`src/rtl/core/wpa_pkg.sv`:
```
// Shared types, constants and helpers of the window pixel write address generator.
`default_nettype none

package wpa_pkg;

  localparam int MAX_WIDTH   = 1024;
  localparam int MAX_HEIGHT  = 1024;
  localparam int FRAMES      = 2;
  localparam int MAX_RUN     = 64;
  localparam int QUEUE_DEPTH = 2;

  localparam int ADDR_W  = 21;
  localparam int COORD_W = 10;
  localparam int LW_W    = 11;
  localparam int COLOR_W = 16;
  localparam int COUNT_W = 7;
  localparam int BITS_W  = 8;
  localparam int SBIT_W  = 3;
  localparam int MODE_W  = 3;
  localparam int REG_W   = 2;
  localparam int CFG_DATA_W = 16;

  localparam logic [ADDR_W-1:0] FRAME_WORDS = ADDR_W'(MAX_WIDTH * MAX_HEIGHT);

  localparam logic [MODE_W-1:0] MODE_WRITE  = 3'd0;
  localparam logic [MODE_W-1:0] MODE_READ   = 3'd1;
  localparam logic [MODE_W-1:0] MODE_REPEAT = 3'd2;
  localparam logic [MODE_W-1:0] MODE_BITS   = 3'd3;
  localparam logic [MODE_W-1:0] MODE_SETWIN = 3'd4;
  localparam logic [MODE_W-1:0] MODE_RSTWIN = 3'd5;
  localparam logic [MODE_W-1:0] MODE_PLOT   = 3'd6;
  localparam logic [MODE_W-1:0] MODE_FRAME  = 3'd7;

  localparam logic [REG_W-1:0] REG_LINE_WIDTH   = 2'd0;
  localparam logic [REG_W-1:0] REG_FRAME_HEIGHT = 2'd1;
  localparam logic [REG_W-1:0] REG_FG_COLOR     = 2'd2;
  localparam logic [REG_W-1:0] REG_BG_COLOR     = 2'd3;

  typedef enum logic [1:0] {
    OP_RUN,
    OP_WIN,
    OP_PLOT,
    OP_FRAME
  } wpa_op_e;

  typedef struct packed {
    logic [LW_W-1:0]    line_width;
    logic [COLOR_W-1:0] fg_color;
    logic [COLOR_W-1:0] bg_color;
  } wpa_cfg_t;

  typedef struct packed {
    wpa_op_e             op;
    logic [COUNT_W-1:0]  cnt;
    logic                is_write;
    logic                use_bits;
    logic [COLOR_W-1:0]  color;
    logic [BITS_W-1:0]   bits;
    logic [COORD_W-1:0]  col;
    logic [COORD_W-1:0]  row;
    logic [COORD_W-1:0]  right;
    logic                frame;
  } wpa_cmd_t;

  function automatic logic [ADDR_W-1:0] frame_base(input logic sel);
    return sel ? FRAME_WORDS : '0;
  endfunction

endpackage

`default_nettype wire

```
`src/rtl/core/wpa_if.sv`:
```
// Channel interfaces: drawing commands, memory accesses and register writes.
`default_nettype none

interface wpa_cmd_if;
  logic                                valid;
  logic                                ready;
  logic [wpa_pkg::MODE_W-1:0]          mode;
  logic [wpa_pkg::COLOR_W-1:0]         pixel;
  logic [wpa_pkg::COUNT_W-1:0]         count;
  logic [wpa_pkg::BITS_W-1:0]          bits;
  logic [wpa_pkg::SBIT_W-1:0]          start_bit;
  logic [wpa_pkg::COORD_W-1:0]         left;
  logic [wpa_pkg::COORD_W-1:0]         top;
  logic [wpa_pkg::COORD_W-1:0]         right;
  logic                                frame;
  logic [wpa_pkg::COORD_W-1:0]         point_x;
  logic [wpa_pkg::COORD_W-1:0]         point_y;

  modport source (output valid, mode, pixel, count, bits, start_bit, left, top, right,
                  frame, point_x, point_y, input ready);
  modport sink (input valid, mode, pixel, count, bits, start_bit, left, top, right,
                frame, point_x, point_y, output ready);
endinterface

interface wpa_res_if;
  logic                          valid;
  logic                          ready;
  logic [wpa_pkg::ADDR_W-1:0]    mem_addr;
  logic                          is_write;
  logic [wpa_pkg::COLOR_W-1:0]   write_data;
  logic                          last;

  modport source (output valid, mem_addr, is_write, write_data, last, input ready);
  modport sink (input valid, mem_addr, is_write, write_data, last, output ready);
endinterface

interface wpa_cfg_if;
  logic                             valid;
  logic                             ready;
  logic [wpa_pkg::REG_W-1:0]        index;
  logic [wpa_pkg::CFG_DATA_W-1:0]   data;

  modport source (output valid, index, data, input ready);
  modport sink (input valid, index, data, output ready);
endinterface

`default_nettype wire

```
`src/rtl/core/wpa_front.sv`:
```
// Command front end: decodes a beat, clamps its pixel count and queues the work.
`default_nettype none

module wpa_front (
  wpa_cmd_if.sink            cmd_i,
  input  wpa_pkg::wpa_cfg_t  cfg_regs_i,
  input  logic               q_full_i,
  output logic               q_push_o,
  output wpa_pkg::wpa_cmd_t  q_data_o
);

  logic                          keep;
  logic [wpa_pkg::SBIT_W:0]      avail;
  logic [wpa_pkg::LW_W-1:0]      lw_m1;

  assign cmd_i.ready = !q_full_i;
  assign q_push_o    = cmd_i.valid && !q_full_i && keep;
  assign avail       = 4'd8 - {1'b0, cmd_i.start_bit};
  assign lw_m1       = cfg_regs_i.line_width - 11'd1;

  always_comb begin
    keep              = 1'b1;
    q_data_o.op       = wpa_pkg::OP_RUN;
    q_data_o.cnt      = 7'd1;
    q_data_o.is_write = 1'b1;
    q_data_o.use_bits = 1'b0;
    q_data_o.color    = cmd_i.pixel;
    q_data_o.bits     = cmd_i.bits << cmd_i.start_bit;
    q_data_o.col      = cmd_i.left;
    q_data_o.row      = cmd_i.top;
    q_data_o.right    = cmd_i.right;
    q_data_o.frame    = cmd_i.frame;
    case (cmd_i.mode)
      wpa_pkg::MODE_WRITE: begin
      end
      wpa_pkg::MODE_READ: begin
        q_data_o.is_write = 1'b0;
        q_data_o.color    = '0;
      end
      wpa_pkg::MODE_REPEAT: begin
        q_data_o.color = cfg_regs_i.fg_color;
        if (32'(cmd_i.count) > wpa_pkg::MAX_RUN) begin
          q_data_o.cnt = wpa_pkg::COUNT_W'(wpa_pkg::MAX_RUN);
        end else begin
          q_data_o.cnt = cmd_i.count;
        end
        keep = (cmd_i.count != '0);
      end
      wpa_pkg::MODE_BITS: begin
        q_data_o.use_bits = 1'b1;
        if (cmd_i.count > {3'b0, avail}) begin
          q_data_o.cnt = {3'b0, avail};
        end else begin
          q_data_o.cnt = cmd_i.count;
        end
        keep = (cmd_i.count != '0);
      end
      wpa_pkg::MODE_SETWIN: begin
        q_data_o.op = wpa_pkg::OP_WIN;
      end
      wpa_pkg::MODE_RSTWIN: begin
        q_data_o.op    = wpa_pkg::OP_WIN;
        q_data_o.col   = '0;
        q_data_o.row   = '0;
        q_data_o.right = lw_m1[wpa_pkg::COORD_W-1:0];
      end
      wpa_pkg::MODE_PLOT: begin
        q_data_o.op    = wpa_pkg::OP_PLOT;
        q_data_o.color = cfg_regs_i.fg_color;
        q_data_o.col   = cmd_i.point_x;
        q_data_o.row   = cmd_i.point_y;
      end
      wpa_pkg::MODE_FRAME: begin
        q_data_o.op = wpa_pkg::OP_FRAME;
        keep        = (32'(cmd_i.frame) < wpa_pkg::FRAMES);
      end
      default: begin
        keep = 1'b0;
      end
    endcase
  end

endmodule

`default_nettype wire

```
`src/rtl/core/wpa_queue.sv`:
```
// Short command queue between the front end and the access engine.
`default_nettype none

module wpa_queue #(
  parameter int DEPTH = wpa_pkg::QUEUE_DEPTH
) (
  input  logic               clk_i,
  input  logic               rst_ni,
  input  logic               push_i,
  input  wpa_pkg::wpa_cmd_t  data_i,
  output logic               full_o,
  input  logic               pop_i,
  output logic               valid_o,
  output wpa_pkg::wpa_cmd_t  data_o
);

  localparam int PTR_W = (DEPTH > 1) ? $clog2(DEPTH) : 1;
  localparam int CNT_W = $clog2(DEPTH + 1);

  wpa_pkg::wpa_cmd_t   mem_q [DEPTH];
  logic [PTR_W-1:0]    wr_ptr_q, wr_ptr_d;
  logic [PTR_W-1:0]    rd_ptr_q, rd_ptr_d;
  logic [CNT_W-1:0]    fill_q, fill_d;

  assign full_o  = (fill_q == CNT_W'(DEPTH));
  assign valid_o = (fill_q != '0);
  assign data_o  = mem_q[rd_ptr_q];

  always_comb begin
    wr_ptr_d = wr_ptr_q;
    rd_ptr_d = rd_ptr_q;
    fill_d   = fill_q;
    if (push_i) begin
      wr_ptr_d = (wr_ptr_q == PTR_W'(DEPTH - 1)) ? '0 : wr_ptr_q + 1'b1;
    end
    if (pop_i) begin
      rd_ptr_d = (rd_ptr_q == PTR_W'(DEPTH - 1)) ? '0 : rd_ptr_q + 1'b1;
    end
    if (push_i && !pop_i) begin
      fill_d = fill_q + 1'b1;
    end else if (pop_i && !push_i) begin
      fill_d = fill_q - 1'b1;
    end
  end

  always_ff @(posedge clk_i or negedge rst_ni) begin
    if (!rst_ni) begin
      wr_ptr_q <= '0;
      rd_ptr_q <= '0;
      fill_q   <= '0;
    end else begin
      wr_ptr_q <= wr_ptr_d;
      rd_ptr_q <= rd_ptr_d;
      fill_q   <= fill_d;
    end
  end

  always_ff @(posedge clk_i) begin
    if (push_i) begin
      mem_q[wr_ptr_q] <= data_i;
    end
  end

endmodule

`default_nettype wire

```
`src/rtl/core/wpa_back.sv`:
```
// Access engine: keeps pen, window and running address and emits memory accesses.
`default_nettype none

module wpa_back (
  input  logic               clk_i,
  input  logic               rst_ni,
  input  wpa_pkg::wpa_cfg_t  cfg_regs_i,
  input  logic               q_valid_i,
  input  wpa_pkg::wpa_cmd_t  q_data_i,
  output logic               q_pop_o,
  wpa_res_if.source          res_o
);

  localparam logic [1:0] ST_IDLE = 2'd0;
  localparam logic [1:0] ST_MUL  = 2'd1;
  localparam logic [1:0] ST_ADD  = 2'd2;
  localparam logic [1:0] ST_EMIT = 2'd3;

  logic [1:0]                    state_q, state_d;
  wpa_pkg::wpa_cmd_t             cmd_q, cmd_d;
  logic [wpa_pkg::COUNT_W-1:0]   cnt_q, cnt_d;
  logic [wpa_pkg::BITS_W-1:0]    bits_q, bits_d;
  logic [wpa_pkg::COORD_W-1:0]   pen_col_q, pen_col_d;
  logic [wpa_pkg::COORD_W-1:0]   pen_row_q, pen_row_d;
  logic [wpa_pkg::COORD_W-1:0]   win_left_q, win_left_d;
  logic [wpa_pkg::COORD_W-1:0]   win_right_q, win_right_d;
  logic                          draw_sel_q, draw_sel_d;
  logic [wpa_pkg::ADDR_W-1:0]    run_addr_q, run_addr_d;
  logic [wpa_pkg::ADDR_W-1:0]    prod_q, prod_d;

  logic                          out_valid_q;
  logic [wpa_pkg::ADDR_W-1:0]    out_addr_q;
  logic                          out_write_q;
  logic [wpa_pkg::COLOR_W-1:0]   out_data_q;
  logic                          out_last_q;

  logic                          out_free;
  logic                          load;
  logic [wpa_pkg::ADDR_W-1:0]    ld_addr;
  logic                          ld_write;
  logic [wpa_pkg::COLOR_W-1:0]   ld_data;
  logic                          ld_last;

  logic [wpa_pkg::COORD_W-1:0]   op_col;
  logic [wpa_pkg::COORD_W-1:0]   op_row;
  logic [wpa_pkg::ADDR_W-1:0]    sum;
  logic [wpa_pkg::COORD_W:0]     next_col;

  assign res_o.valid      = out_valid_q;
  assign res_o.mem_addr   = out_addr_q;
  assign res_o.is_write   = out_write_q;
  assign res_o.write_data = out_data_q;
  assign res_o.last       = out_last_q;

  assign out_free = !out_valid_q || res_o.ready;
  assign op_col   = (cmd_q.op == wpa_pkg::OP_PLOT) ? cmd_q.col : pen_col_q;
  assign op_row   = (cmd_q.op == wpa_pkg::OP_PLOT) ? cmd_q.row : pen_row_q;
  assign sum      = wpa_pkg::frame_base(draw_sel_q) + prod_q + wpa_pkg::ADDR_W'(op_col);
  assign next_col = {1'b0, pen_col_q} + 11'd1;

  always_comb begin
    state_d     = state_q;
    cmd_d       = cmd_q;
    cnt_d       = cnt_q;
    bits_d      = bits_q;
    pen_col_d   = pen_col_q;
    pen_row_d   = pen_row_q;
    win_left_d  = win_left_q;
    win_right_d = win_right_q;
    draw_sel_d  = draw_sel_q;
    run_addr_d  = run_addr_q;
    prod_d      = prod_q;
    q_pop_o     = 1'b0;
    load        = 1'b0;
    ld_addr     = run_addr_q;
    ld_write    = cmd_q.is_write;
    ld_data     = cmd_q.color;
    ld_last     = 1'b0;
    case (state_q)
      ST_IDLE: begin
        if (q_valid_i) begin
          q_pop_o = 1'b1;
          cmd_d   = q_data_i;
          case (q_data_i.op)
            wpa_pkg::OP_RUN: begin
              cnt_d   = q_data_i.cnt;
              bits_d  = q_data_i.bits;
              state_d = ST_EMIT;
            end
            wpa_pkg::OP_WIN: begin
              win_left_d  = q_data_i.col;
              win_right_d = q_data_i.right;
              pen_col_d   = q_data_i.col;
              pen_row_d   = q_data_i.row;
              state_d     = ST_MUL;
            end
            wpa_pkg::OP_PLOT: begin
              state_d = ST_MUL;
            end
            wpa_pkg::OP_FRAME: begin
              draw_sel_d = q_data_i.frame;
              run_addr_d = wpa_pkg::frame_base(q_data_i.frame);
            end
            default: begin
            end
          endcase
        end
      end
      ST_MUL: begin
        prod_d  = wpa_pkg::ADDR_W'(op_row) * wpa_pkg::ADDR_W'(cfg_regs_i.line_width);
        state_d = ST_ADD;
      end
      ST_ADD: begin
        if (cmd_q.op == wpa_pkg::OP_PLOT) begin
          if (out_free) begin
            load     = 1'b1;
            ld_addr  = sum;
            ld_write = 1'b1;
            ld_last  = 1'b1;
            state_d  = ST_IDLE;
          end
        end else begin
          run_addr_d = sum;
          if (cmd_q.op == wpa_pkg::OP_RUN && cnt_q != '0) begin
            state_d = ST_EMIT;
          end else begin
            state_d = ST_IDLE;
          end
        end
      end
      ST_EMIT: begin
        if (out_free) begin
          load    = 1'b1;
          ld_last = (cnt_q == 7'd1);
          if (cmd_q.use_bits) begin
            ld_data = bits_q[wpa_pkg::BITS_W-1] ? cfg_regs_i.fg_color
                                                : cfg_regs_i.bg_color;
          end
          cnt_d  = cnt_q - 7'd1;
          bits_d = bits_q << 1;
          if (next_col > {1'b0, win_right_q}) begin
            pen_col_d = win_left_q;
            pen_row_d = pen_row_q + 10'd1;
            state_d   = ST_MUL;
          end else begin
            pen_col_d  = next_col[wpa_pkg::COORD_W-1:0];
            run_addr_d = run_addr_q + 21'd1;
            if (cnt_q == 7'd1) begin
              state_d = ST_IDLE;
            end
          end
        end
      end
      default: begin
        state_d = ST_IDLE;
      end
    endcase
  end

  always_ff @(posedge clk_i or negedge rst_ni) begin
    if (!rst_ni) begin
      state_q     <= ST_IDLE;
      cnt_q       <= '0;
      pen_col_q   <= '0;
      pen_row_q   <= '0;
      win_left_q  <= '0;
      win_right_q <= '1;
      draw_sel_q  <= 1'b0;
      run_addr_q  <= '0;
      out_valid_q <= 1'b0;
    end else begin
      state_q     <= state_d;
      cnt_q       <= cnt_d;
      pen_col_q   <= pen_col_d;
      pen_row_q   <= pen_row_d;
      win_left_q  <= win_left_d;
      win_right_q <= win_right_d;
      draw_sel_q  <= draw_sel_d;
      run_addr_q  <= run_addr_d;
      if (load) begin
        out_valid_q <= 1'b1;
      end else if (res_o.ready) begin
        out_valid_q <= 1'b0;
      end
    end
  end

  always_ff @(posedge clk_i) begin
    cmd_q  <= cmd_d;
    bits_q <= bits_d;
    prod_q <= prod_d;
    if (load) begin
      out_addr_q  <= ld_addr;
      out_write_q <= ld_write;
      out_data_q  <= ld_data;
      out_last_q  <= ld_last;
    end
  end

endmodule

`default_nettype wire

```
`src/rtl/core/window_pixel_write_address_generator_core.sv`:
```
// Top level of the window pixel write address generator: registers and block wiring.
//
//   channel  direction  beat
//   cmd_i    in         one drawing command (mode and its operands)
//   res_o    out        one frame-memory access (address, write flag, data, last)
//   cfg_i    in         one register write (index, data)
//
// Pixel accesses leave at one per cycle while res_o is ready and no row wrap is under
// way; a command is popped in the idle state before its first access. Each wrap to the
// next row, and each plot or window command, goes through the row multiply and add.
// The two-entry command queue lets commands be accepted while accesses are stalled.
// Reset sets pen, window, frame select and registers at once; no clearing pass.
`default_nettype none

module window_pixel_write_address_generator_core #(
  parameter int QUEUE_DEPTH = wpa_pkg::QUEUE_DEPTH
) (
  input  logic       clk_i,
  input  logic       rst_ni,
  wpa_cmd_if.sink    cmd_i,
  wpa_res_if.source  res_o,
  wpa_cfg_if.sink    cfg_i
);

  wpa_pkg::wpa_cfg_t  cfg_regs_q;
  logic               q_push;
  logic               q_full;
  logic               q_pop;
  logic               q_valid;
  wpa_pkg::wpa_cmd_t  q_wdata;
  wpa_pkg::wpa_cmd_t  q_rdata;

  assign cfg_i.ready = 1'b1;

  always_ff @(posedge clk_i or negedge rst_ni) begin
    if (!rst_ni) begin
      cfg_regs_q.line_width <= wpa_pkg::LW_W'(wpa_pkg::MAX_WIDTH);
      cfg_regs_q.fg_color   <= '0;
      cfg_regs_q.bg_color   <= '0;
    end else if (cfg_i.valid) begin
      case (cfg_i.index)
        wpa_pkg::REG_LINE_WIDTH: begin
          cfg_regs_q.line_width <= cfg_i.data[wpa_pkg::LW_W-1:0];
        end
        wpa_pkg::REG_FG_COLOR: begin
          cfg_regs_q.fg_color <= cfg_i.data;
        end
        wpa_pkg::REG_BG_COLOR: begin
          cfg_regs_q.bg_color <= cfg_i.data;
        end
        default: begin
        end
      endcase
    end
  end

  wpa_front u_front (
    .cmd_i      (cmd_i),
    .cfg_regs_i (cfg_regs_q),
    .q_full_i   (q_full),
    .q_push_o   (q_push),
    .q_data_o   (q_wdata)
  );

  wpa_queue #(
    .DEPTH (QUEUE_DEPTH)
  ) u_queue (
    .clk_i   (clk_i),
    .rst_ni  (rst_ni),
    .push_i  (q_push),
    .data_i  (q_wdata),
    .full_o  (q_full),
    .pop_i   (q_pop),
    .valid_o (q_valid),
    .data_o  (q_rdata)
  );

  wpa_back u_back (
    .clk_i      (clk_i),
    .rst_ni     (rst_ni),
    .cfg_regs_i (cfg_regs_q),
    .q_valid_i  (q_valid),
    .q_data_i   (q_rdata),
    .q_pop_o    (q_pop),
    .res_o      (res_o)
  );

endmodule

`default_nettype wire
```
`src/flat_wrapper.sv`:
```
// flat-port wrapper written by rule: the top's interface ports become plain ports
module window_pixel_write_address_generator_core_flat 
#(
  parameter int QUEUE_DEPTH = wpa_pkg::QUEUE_DEPTH
)
  (clk_i, rst_ni, cmd_i_valid, cmd_i_mode, cmd_i_pixel, cmd_i_count, cmd_i_bits, cmd_i_start_bit, cmd_i_left, cmd_i_top, cmd_i_right, cmd_i_frame, cmd_i_point_x, cmd_i_point_y, cmd_i_ready, res_o_valid, res_o_mem_addr, res_o_is_write, res_o_write_data, res_o_last, res_o_ready, cfg_i_valid, cfg_i_index, cfg_i_data, cfg_i_ready);
  wpa_cmd_if cmd_i_i ();
  wpa_res_if res_o_i ();
  wpa_cfg_if cfg_i_i ();
  input  logic clk_i;
  input  logic rst_ni;
  input wire logic [$bits(cmd_i_i.valid)-1:0] cmd_i_valid;
  input wire logic [$bits(cmd_i_i.mode)-1:0] cmd_i_mode;
  input wire logic [$bits(cmd_i_i.pixel)-1:0] cmd_i_pixel;
  input wire logic [$bits(cmd_i_i.count)-1:0] cmd_i_count;
  input wire logic [$bits(cmd_i_i.bits)-1:0] cmd_i_bits;
  input wire logic [$bits(cmd_i_i.start_bit)-1:0] cmd_i_start_bit;
  input wire logic [$bits(cmd_i_i.left)-1:0] cmd_i_left;
  input wire logic [$bits(cmd_i_i.top)-1:0] cmd_i_top;
  input wire logic [$bits(cmd_i_i.right)-1:0] cmd_i_right;
  input wire logic [$bits(cmd_i_i.frame)-1:0] cmd_i_frame;
  input wire logic [$bits(cmd_i_i.point_x)-1:0] cmd_i_point_x;
  input wire logic [$bits(cmd_i_i.point_y)-1:0] cmd_i_point_y;
  output wire logic [$bits(cmd_i_i.ready)-1:0] cmd_i_ready;
  output wire logic [$bits(res_o_i.valid)-1:0] res_o_valid;
  output wire logic [$bits(res_o_i.mem_addr)-1:0] res_o_mem_addr;
  output wire logic [$bits(res_o_i.is_write)-1:0] res_o_is_write;
  output wire logic [$bits(res_o_i.write_data)-1:0] res_o_write_data;
  output wire logic [$bits(res_o_i.last)-1:0] res_o_last;
  input wire logic [$bits(res_o_i.ready)-1:0] res_o_ready;
  input wire logic [$bits(cfg_i_i.valid)-1:0] cfg_i_valid;
  input wire logic [$bits(cfg_i_i.index)-1:0] cfg_i_index;
  input wire logic [$bits(cfg_i_i.data)-1:0] cfg_i_data;
  output wire logic [$bits(cfg_i_i.ready)-1:0] cfg_i_ready;
  assign cmd_i_i.valid = cmd_i_valid;
  assign cmd_i_i.mode = cmd_i_mode;
  assign cmd_i_i.pixel = cmd_i_pixel;
  assign cmd_i_i.count = cmd_i_count;
  assign cmd_i_i.bits = cmd_i_bits;
  assign cmd_i_i.start_bit = cmd_i_start_bit;
  assign cmd_i_i.left = cmd_i_left;
  assign cmd_i_i.top = cmd_i_top;
  assign cmd_i_i.right = cmd_i_right;
  assign cmd_i_i.frame = cmd_i_frame;
  assign cmd_i_i.point_x = cmd_i_point_x;
  assign cmd_i_i.point_y = cmd_i_point_y;
  assign cmd_i_ready = cmd_i_i.ready;
  assign res_o_valid = res_o_i.valid;
  assign res_o_mem_addr = res_o_i.mem_addr;
  assign res_o_is_write = res_o_i.is_write;
  assign res_o_write_data = res_o_i.write_data;
  assign res_o_last = res_o_i.last;
  assign res_o_i.ready = res_o_ready;
  assign cfg_i_i.valid = cfg_i_valid;
  assign cfg_i_i.index = cfg_i_index;
  assign cfg_i_i.data = cfg_i_data;
  assign cfg_i_ready = cfg_i_i.ready;
  window_pixel_write_address_generator_core #(.QUEUE_DEPTH(QUEUE_DEPTH)) u_core (.clk_i(clk_i), .rst_ni(rst_ni), .cmd_i(cmd_i_i), .res_o(res_o_i), .cfg_i(cfg_i_i));
endmodule
```
`config.mk`:
```
export PLATFORM = sky130hd
export DESIGN_NAME = window_pixel_write_address_generator_core_flat
export DESIGN_NICKNAME = d
export VERILOG_FILES = /design/src/rtl/core/wpa_pkg.sv /design/src/rtl/core/wpa_if.sv /design/src/rtl/core/wpa_front.sv /design/src/rtl/core/wpa_queue.sv /design/src/rtl/core/wpa_back.sv /design/src/rtl/core/window_pixel_write_address_generator_core.sv /design/src/flat_wrapper.sv
export SDC_FILE = /design/constraint.sdc
export NUM_CORES = 1
export LEC_CHECK = 0
export ABC_CLOCK_PERIOD_IN_PS = 16800
export BUFFER_PORTS_ARGS = -buffer_cell sky130_fd_sc_hd__buf_2
export CAP_MARGIN = 20
export CORE_UTILIZATION = 29
export CTS_BUF_LIST = sky130_fd_sc_hd__clkbuf_8
export CTS_CLUSTER_DIAMETER = 30
export CTS_CLUSTER_SIZE = 24
export DETAILED_ROUTE_END_ITERATION = 6
export HOLD_SLACK_MARGIN = 0.1
export SLEW_MARGIN = 25
export SYNTH_ARGS = -nofsm -noshare
export SYNTH_HDL_FRONTEND = slang
export SYNTH_SLANG_ARGS = --single-unit
export TNS_END_PERCENT = 30
```
`constraint.sdc`:
```
create_clock -name clk_i -period 16.8 [get_ports clk_i]
set_clock_uncertainty 0.1 [all_clocks]
set_input_delay 1.68 -clock clk_i [delete_from_list [all_inputs] [get_ports clk_i]]
set_output_delay 1.68 -clock clk_i [all_outputs]
set_load 0.03 [all_outputs]
```
-- After elaboration in Yosys (flattened, before gate mapping)
Memory sizes are Yosys's and may differ from the RTL's.
Cells that the tools add are included.
- RAM bits: 132
- bits of input ports: 111
- memories kept: 1
- output and inout bits: 42
- word-level logic and storage cells: 182
- register bits: 227
- memory list (memory ; depth ; width ; read ports ; clocked after Yosys merged registers in ; wr ports ; RTL line ; source):
    u_core.u_queue.mem_q ; 2 ; 66 ; 1 ; 0 ; 1 ; wpa_queue.sv:20 ; wpa_pkg::wpa_cmd_t mem_q [DEPTH];
- $mul: 1
- shifts and indexed selects: 1
- magnitude comparators: 3
- multiplexer cells: 72
- reductions and logical operators: 36
- $add $sub $neg: 12
- equal/unequal tests: 29
- operators with widths (operator ; number):
    21-bit 2-to-1 mux ; 10
    10-bit 2-to-1 mux ; 11
    16-bit 2-to-1 mux ; 4
    21-bit case mux with 3 select lines ; 1
    10-bit case mux with 2 select lines ; 2
    20-bit case mux with 2 select lines ; 1
    7-bit 2-to-1 mux ; 5
    16-bit case mux with 2 select lines ; 1
    7-bit case mux with 2 select lines ; 2
    8-bit 2-to-1 mux ; 3
    21-bit by 1-bit adder with 21-bit output (second input constant) ; 1
    21-bit by 10-bit adder with 21-bit output ; 1
    21-bit adder ; 1
    10-bit by 11-bit multiplier with 21-bit output ; 1
    2-bit 2-to-1 mux ; 9
    1-bit 2-to-1 mux ; 17
    2-bit == test (second input constant) ; 8
    8-bit case mux with 2 select lines ; 1
    7-bit nonzero test ; 2
    3-bit == test (second input constant) ; 4
    10-bit by 1-bit adder with 11-bit output (second input constant) ; 1
    11-bit by 10-bit greater-than comparator with 1-bit output ; 1
    10-bit by 1-bit adder with 10-bit output (second input constant) ; 1
    5-bit AND reduction ; 2
    32 further kinds ; 64

-- Logic depth before layout (Yosys ltp)
Gate-level depths: netlist of the first run.
- depth after elaboration: 8
- mapped depth: 24

-- By module
A second synthesis of the first run with hierarchy kept.
- cells, all modules: 1812
- area total of the unflattened synthesis: 20803.7 um^2
- modules (own cells, without submodules) (module ; cells an instance ; instances ; area an instance (um^2) ; sequential area each (um^2)):
    wpa_back ; 1292 ; 1 ; 12753.5 ; 5057.4
    wpa_queue ; 221 ; 1 ; 5064.9 ; 4063.9
    window_pixel_write_address_generator_core ; 94 ; 1 ; 1731.7 ; 1077.3
    wpa_front ; 205 ; 1 ; 1253.7 ; 0.0

-- Worst setup path after synthesis of the first run
No wires, ideal clock.
- kind: register to register
- start point: reg u_core.u_back.cmd_q[64] (netlist name)
- end point: reg u_core.u_back.prod_q[20] (netlist name) (data pin)
- cell stages (with the launch flop): 24
- setup slack: 10.496 ns
- data arrival time: 5.942 ns
- buffers on the path: 2
- setup time: 0.261 ns
- path through: edfxtp_1 > nor2b_1 > clkbuf_1 > nand2_1 > nand2_1 > clkbuf_1 > nand2_1 > fa_1 > inv_1 > fa_1 > inv_1 > fa_1 > inv_1 > fa_1 > inv_1 > fa_1 > inv_1 > ha_1 > a21o_1 > a21o_1 > a221o_1 > a221oi_1 > a41oi_1 > xnor2_1
- longest elaborated chain between the ends: 3
- ends and longest elaborated chain (element ; RTL line ; source):
    start, declared ; wpa_back.sv:20 ; wpa_pkg::wpa_cmd_t cmd_q, cmd_d;
    start signal, assigned ; wpa_back.sv:189 ; cmd_q <= cmd_d;
    2-bit == test ; wpa_back.sv:57 ; assign op_row = (cmd_q.op == wpa_pkg::OP_PLOT) ? cmd_q.row : pen_row_q;
    10-bit 2-to-1 mux ; wpa_back.sv:57 ;
    10-bit by 11-bit multiplier with 21-bit output ; wpa_back.sv:110 ; prod_d = wpa_pkg::ADDR_W'(op_row) * wpa_pkg::ADDR_W'(cfg_regs_i.line_width);
    end signal, assigned ; wpa_back.sv:191 ; prod_q <= prod_d;
    end, declared ; wpa_back.sv:29 ; logic [wpa_pkg::ADDR_W-1:0] prod_q, prod_d;
No other way between the ends.
A chain may end at the register's enable or synchronous reset.

-- Worst setup path after layout of the first run
- start point: reg u_core.u_back.cmd_q[64] (netlist name)
- end point: reg u_core.u_back.prod_q[18] (netlist name) (data pin)
The elaborated chain is that of the path after synthesis.

==> flow_metrics.tcl, run 1 <==
set metrics [dict create \
    avgSynthCellArea_um2 11.3 \
    critPathLaunchType "register" \
    synthTopCellsByArea "edfxtp_1, dfrtp_1, fa_1, ha_1, mux2_2" \
    synthTopCellsByCount "edfxtp_1, nand2_1, o21ai_0" \
    drt_wl_total_um 52500 \
    crit_path_start "u_core.u_back.cmd_q[64]" \
    hold_viol 0 \
    drv_slew 0 \
    synth_edf_count 240 \
    yosys_most_used_dff "edfxtp_1" \
    post_cts_resized 0 \
    cts_tree "yes" \
    ios 153 \
    synth_nets 2100 \
    status "finished clean" \
    wl_per_cell_um 17.5 \
    cp.required_ps 17080 \
    finalSetupTns_ps 0 \
    cp_max_fo 21 \
    yosys.area.top_type_share 0.350 \
    min_period_ps 7100 \
    place.gp.congestion 0.844 \
    routed-via-count 14600 \
    async_flop_share 0.331 \
    ant_nets 0 \
    die_h_um 269 \
    h-tree-depth 3 \
    crit_family "adder cells" \
    dr.first_iter.drc_count 929 \
    num_rows 97 \
    tightestPinTransition_ps 1040 \
    core_area_um2 70100 \
    worstPathArrival_ps 7380 \
    synth.most_common_cell "edfxtp_1" \
    grt_pass1_vias 15000 \
    synth_fa_ha_area_frac 0.125 \
    path_class "register to register" \
    dieArea_um2 72200 \
    path_cells "nand2b_1 > mux2i_1 > nor2b_1 > fa_1 > fa_1 > inv_1 > fa_1 > inv_1 > fa_1 > inv_1 > fa_1 > inv_1 > ha_1 > a21o_1 > a21o_1 > a221o_1 > a221oi_1 > a311oi_1 > xor2_1" \
    worst-path-buf-inv 4 \
    setup_viol 0 \
    antenna_found_initial 2 \
    clkSinkCount 359 \
    grt_usage 0.147 \
    grt_overflow 0 \
    relSlewSlack 0.308 \
    diodes 0 \
    r2r_start "u_core.u_back.cmd_q[64]" \
    insertion_delay_ps 670 \
    start_util 0.294 \
    fmax_mhz 141 \
    grt_max_degree 74 \
    io_buffer_count 151 \
    synth_largest_area_cell "edfxtp_1" \
    cap_viol_max_count 0 \
    rrSetupSlack_ps 9700 \
    layout-drive-gt1-share 0.208 \
    hpwl_um 37800 \
    dr.pass1.iters 5 \
    ys_warn_count 0 \
    cp-end-kind "register" \
    slowest_stage "mux2i_1" \
    cts_setup_buffers 0 \
    viasPerCell 4.86 \
    synth.mux.area_fraction 0.0860 \
    route.detailed.drc 0 \
    cts_root_buf "clkbuf_8" \
    fin_crit_sh 0.423 \
    syn_area_um2 20600 \
    path_common_cell "fa_1" \
    num-nets-final 2264 \
    ys_seq_area_frac 0.495 \
    rsz0062_at_grt "no" \
    hold_start "u_core.cfg_regs_q[13]" \
    synth_top_family_by_area "adder cells" \
    synthXorXnorAreaFrac 0.0251 \
    cts_buffer_depth 3 \
    synth_cells 1825 \
    ys_types 75 \
    holdBufCountCts 0 \
    slowest_delay_ps 840 \
    grt_pass1_wl_um 82800 \
    synth_compound_area_frac 0.113 \
    cts_buffers 80 \
    path_clk_slew_ps 50 \
    ys_ff_latch 359 \
    synthSimpleGateAreaFrac 0.118 \
    area_growth_pct 17.3 \
    hp-class "register to register" \
    die_w_um 269 \
]
==> worst paths after layout <==
path | depth (start not counted) | to
worst min register to register | 1 | u_core.cfg_regs_q[13]
worst min-delay path | 1 | u_core.cfg_regs_q[13]
max in group asynchronous | 2 | u_core.u_back.run_addr_q[9]
min in group asynchronous | 1 | u_core.cfg_regs_q[17]
worst max register to register | 19 | u_core.u_back.prod_q[18]
worst max-delay path | 19 | u_core.u_back.prod_q[18]
==> flip-flops by register name, summed over array words and instances, names as in the netlist <==
register,flops
u_core.u_back.win_right_q,10
u_core.u_back.state_q,2
u_core.u_back.draw_sel_q,1
u_core.u_back.res_o.mem_addr,21
u_core.u_back.prod_q,21
u_core.u_back.pen_col_q,10
u_core.u_back.cmd_q,40
u_core.u_back.pen_row_q,10
u_core.u_queue.rd_ptr_q,1
u_core.u_back.res_o.valid,1
u_core.u_back.res_o.write_data,16
u_core.u_queue.wr_ptr_q,1
u_core.u_back.run_addr_q,21
u_core.u_back.bits_q,8
u_core.u_back.win_left_q,10
u_core.u_queue.fill_q,2
u_core.u_back.res_o.last,1
u_core.u_queue.mem_q,132
u_core.u_back.res_o.is_write,1
u_core.u_back.cnt_q,7
u_core.cfg_regs_q,43
==> metal layers <==
| metal | share of wire | wire length [µm] | vias to the layer above | global-route usage |
|---|---|---|---|---|
| met5 | 0.00034 | 18 | - | 0 |
| met4 | 0.025 | 1300 | 4 | 0.0556 |
| met3 | 0.060 | 3130 | 95 | 0.0305 |
| met2 | 0.46 | 24100 | 459 | 0.237 |
| met1 | 0.46 | 23900 | 7121 | 0.195 |
| li1 | - | - | 6874 | - |
==> area by class of cell <==
cell class	instances	area, µm²
repair buffers	168	890
fillers	7047	46000
multi-input cells	1269	9690
inverters	111	417
clock inverters	65	661
clock buffers	84	1160
flip-flops and latches	359	10200
well taps	940	1180
==> cells by family after synthesis <==
logic type,Yosys count
AND/OR/NAND/NOR,512
AO/OA/AOI/OAI,368
flip-flops,359
buffers and inverters,197
multiplexers,165
adder cells (fa/ha/maj),164
XOR/XNOR,59
other,1
==> stage by stage <==
| step | hold slack, ps | setup slack [ps] | cells | instance area (µm²) | util |
|---|---|---|---|---|---|
| after floorplan | 360 | 10500 | 1825 | 20600 | - |
| after global placement | 388 | 9850 | 2847 | 22400 | 0.319 |
| after detailed placement | 393 | 9720 | 2847 | 22400 | 0.319 |
| after CTS | 404 | 9690 | 2996 | 24200 | 0.345 |
| after global routing | 423 | 9390 | 2996 | 24200 | 0.345 |
| final | 404 | 9700 | 2996 | 24200 | 0.345 |
==> worst register-to-register path, cell delays in order, from the launching register on <==
cell and delay, ps:
edfxtp_1 370, nand2b_1 710, mux2i_1 850, nor2b_1 150, fa_1 460, fa_1 560, inv_1 60, fa_1 470
inv_1 50, fa_1 520, inv_1 50, fa_1 520, inv_1 50, ha_1 350, a21o_1 190, a21o_1 210
a221o_1 360, a221oi_1 430, a311oi_1 180, xor2_1 170
==> placed cells by master, fill, tap and decap left out, types with 13 or more instances in the layout <==
cell	n
edfxtp_1	240
nand2_1	231
buf_2	150
inv_1	125
o21ai_0	121
dfrtp_1	107
mux2_2	97
ha_1	93
a21oi_1	89
clkbuf_8	84
fa_1	71
mux2i_1	68
nor2_1	66
and2_1	46
xnor2_1	38
nand3_1	31
a22o_1	28
nor2b_1	26
a21o_1	22
xor2_1	21
nand2b_1	19
nand4_1	19
buf_4	17
and3_1	14
nor3_1	13
Power of run 1 is not shown: default switching activity piles up to over one toggle a cycle in this logic, so the estimate is an artifact.
==> run 2, diff against run 1 <==
- ABC_CLOCK_PERIOD_IN_PS: 16800 -> 6200
- clock period: 16.8 -> 6.2 ns (I/O delays scaled with it)
==> flow_metrics.tcl, run 2 (synthesis gave the netlist of run 1 again) <==
set metrics [dict create \
    status "finished clean" \
    hp-class "input port to register" \
    route.detailed.drc 0 \
    num_rows 97 \
    grt_pass1_vias 15200 \
    cp_max_fo 8 \
    path_clk_slew_ps 60 \
    drt_wl_total_um 54000 \
    clkSinkCount 359 \
    place.gp.congestion 0.858 \
    h-tree-depth 3 \
    io_buffer_count 151 \
    grt_max_degree 46 \
    fmax_mhz 168 \
    antenna_found_initial 7 \
    num-nets-final 2301 \
    fin_ws_ps 246 \
    routed-via-count 14800 \
    dieArea_um2 72200 \
    worst-path-buf-inv 3 \
    cts_tree "yes" \
    multi_input_area_um2 9740 \
    slowest_delay_ps 550 \
    die_w_um 269 \
    cts_buffer_depth 3 \
    start_util 0.294 \
    grt_pass1_wl_um 85200 \
    final_util 0.350 \
    layout-drive-gt1-share 0.219 \
    dr.pass1.iters 5 \
    worstPathArrival_ps 6210 \
    critPathLaunchType "register" \
    layout_commonest_cell "edfxtp_1" \
    top_register "u_core.u_queue.mem_q" \
    largest_reg_flops 132 \
    die_h_um 269 \
    path_class "register to register" \
    rsz0062_at_grt "no" \
    path_cells "nor2b_4 > buf_4 > nand2_1 > nand2_1 > and2_1 > fa_1 > fa_1 > fa_1 > fa_1 > inv_1 > fa_1 > inv_1 > ha_1 > and2_1 > a221o_1 > a221oi_4 > a41oi_2 > xnor2_1" \
    slowest_stage "fa_1" \
    seq_area_um2 10200 \
    cp.required_ps 6450 \
    tightestPinTransition_ps 1020 \
    cap_viol_max_count 0 \
    core_area_um2 70100 \
    ant_nets 0 \
    path_common_cell "fa_1" \
    wl_per_cell_um 17.8 \
    finalSetupTns_ps 0 \
    crit_family "adder cells" \
    fillCellCount 7101 \
    setup_viol 0 \
    drv_slew 0 \
    cts_root_buf "clkbuf_8" \
    most-common-layout-cells "edfxtp_1, nand2_1, buf_2" \
    insertion_delay_ps 670 \
    cts_buffers 79 \
    grt_usage 0.151 \
    largestRegisters "u_core.u_queue.mem_q x132, u_core.cfg_regs_q x43, u_core.u_back.cmd_q x40" \
    ios 153 \
    fin_crit_sh 0.960 \
    min_period_ps 5950 \
    relSlewSlack 0.317 \
    hold_viol 0 \
    area_growth_pct 19.0 \
    dr.first_iter.drc_count 912 \
    viasPerCell 4.87 \
    cp-end-kind "register" \
    grt_overflow 0 \
    pre_cts_ws_ps 16.8 \
    hpwl_um 39500 \
]
run 2: cell types whose count changed in the layout (fill, tap and decap cells not counted), moves of 2 or more:
cell | before | now
dlygate4sd3_1 | 0 | 11
buf_4 | 17 | 44
clkinv_4 | 7 | 5
inv_6 | 1 | 6
bufinv_16 | 11 | 9
inv_1 | 125 | 123
inv_8 | 2 | 0
clkbuf_8 | 84 | 87
run 2: timing repair:
item,in CTS,in global routing
hold buffers,11,0
gates resized for setup,1,8
pin swaps,0,2
setup buffers,0,1
hold endpoints to repair,51,0
setup endpoints to repair,1,5
run 2: through the flow:
| step | instances | area [µm²] | hold WS [ps] |
|---|---|---|---|
| 2_1_floorplan | 1825 | 20600 | 224 |
| 3_3_place_gp | 2872 | 22500 | 387 |
| 6_report | 3034 | 24500 | 156 |
| 5_1_grt | 3034 | 24500 | 119 |
| 4_1_cts | 3032 | 24500 | 102 |
| 3_5_place_dp | 2873 | 22600 | 392 |
run 2: final timing paths:
kind	from	to	slack, ps	depth (start not counted)
max	u_core.u_back.cmd_q[65]	u_core.u_back.prod_q[20]	250	18
min	cfg_i_data[6]	u_core.cfg_regs_q[22]	160	2
max reg2reg	u_core.u_back.cmd_q[65]	u_core.u_back.prod_q[20]	250	18
min reg2reg	u_core.u_back.win_right_q[6]	u_core.u_back.win_right_q[6]	400	2
max in group asynchronous	rst_ni	u_core.u_back.draw_sel_q	4400	3
min in group asynchronous	rst_ni	u_core.cfg_regs_q[21]	400	2
run 2: cell type report:
type,count,share of cell area
clock buffers,87,0.0488
clock inverters,61,0.0236
inverters,111,0.0170
well taps,940,0.0479
repair buffers,206,0.0497
multi-input cells,1269,0.397
diodes,1,0.000102
flip-flops and latches,359,0.416
run 2: per-layer routing:
layer	share of wire	GRT usage	up-vias
met1	0.45	0.204	7262
li1	-	-	6950
met4	0.024	0.0496	12
met3	0.059	0.0324	98
met5	0.0014	0	-
met2	0.46	0.241	439
Power of run 2 is left out for the same reason.
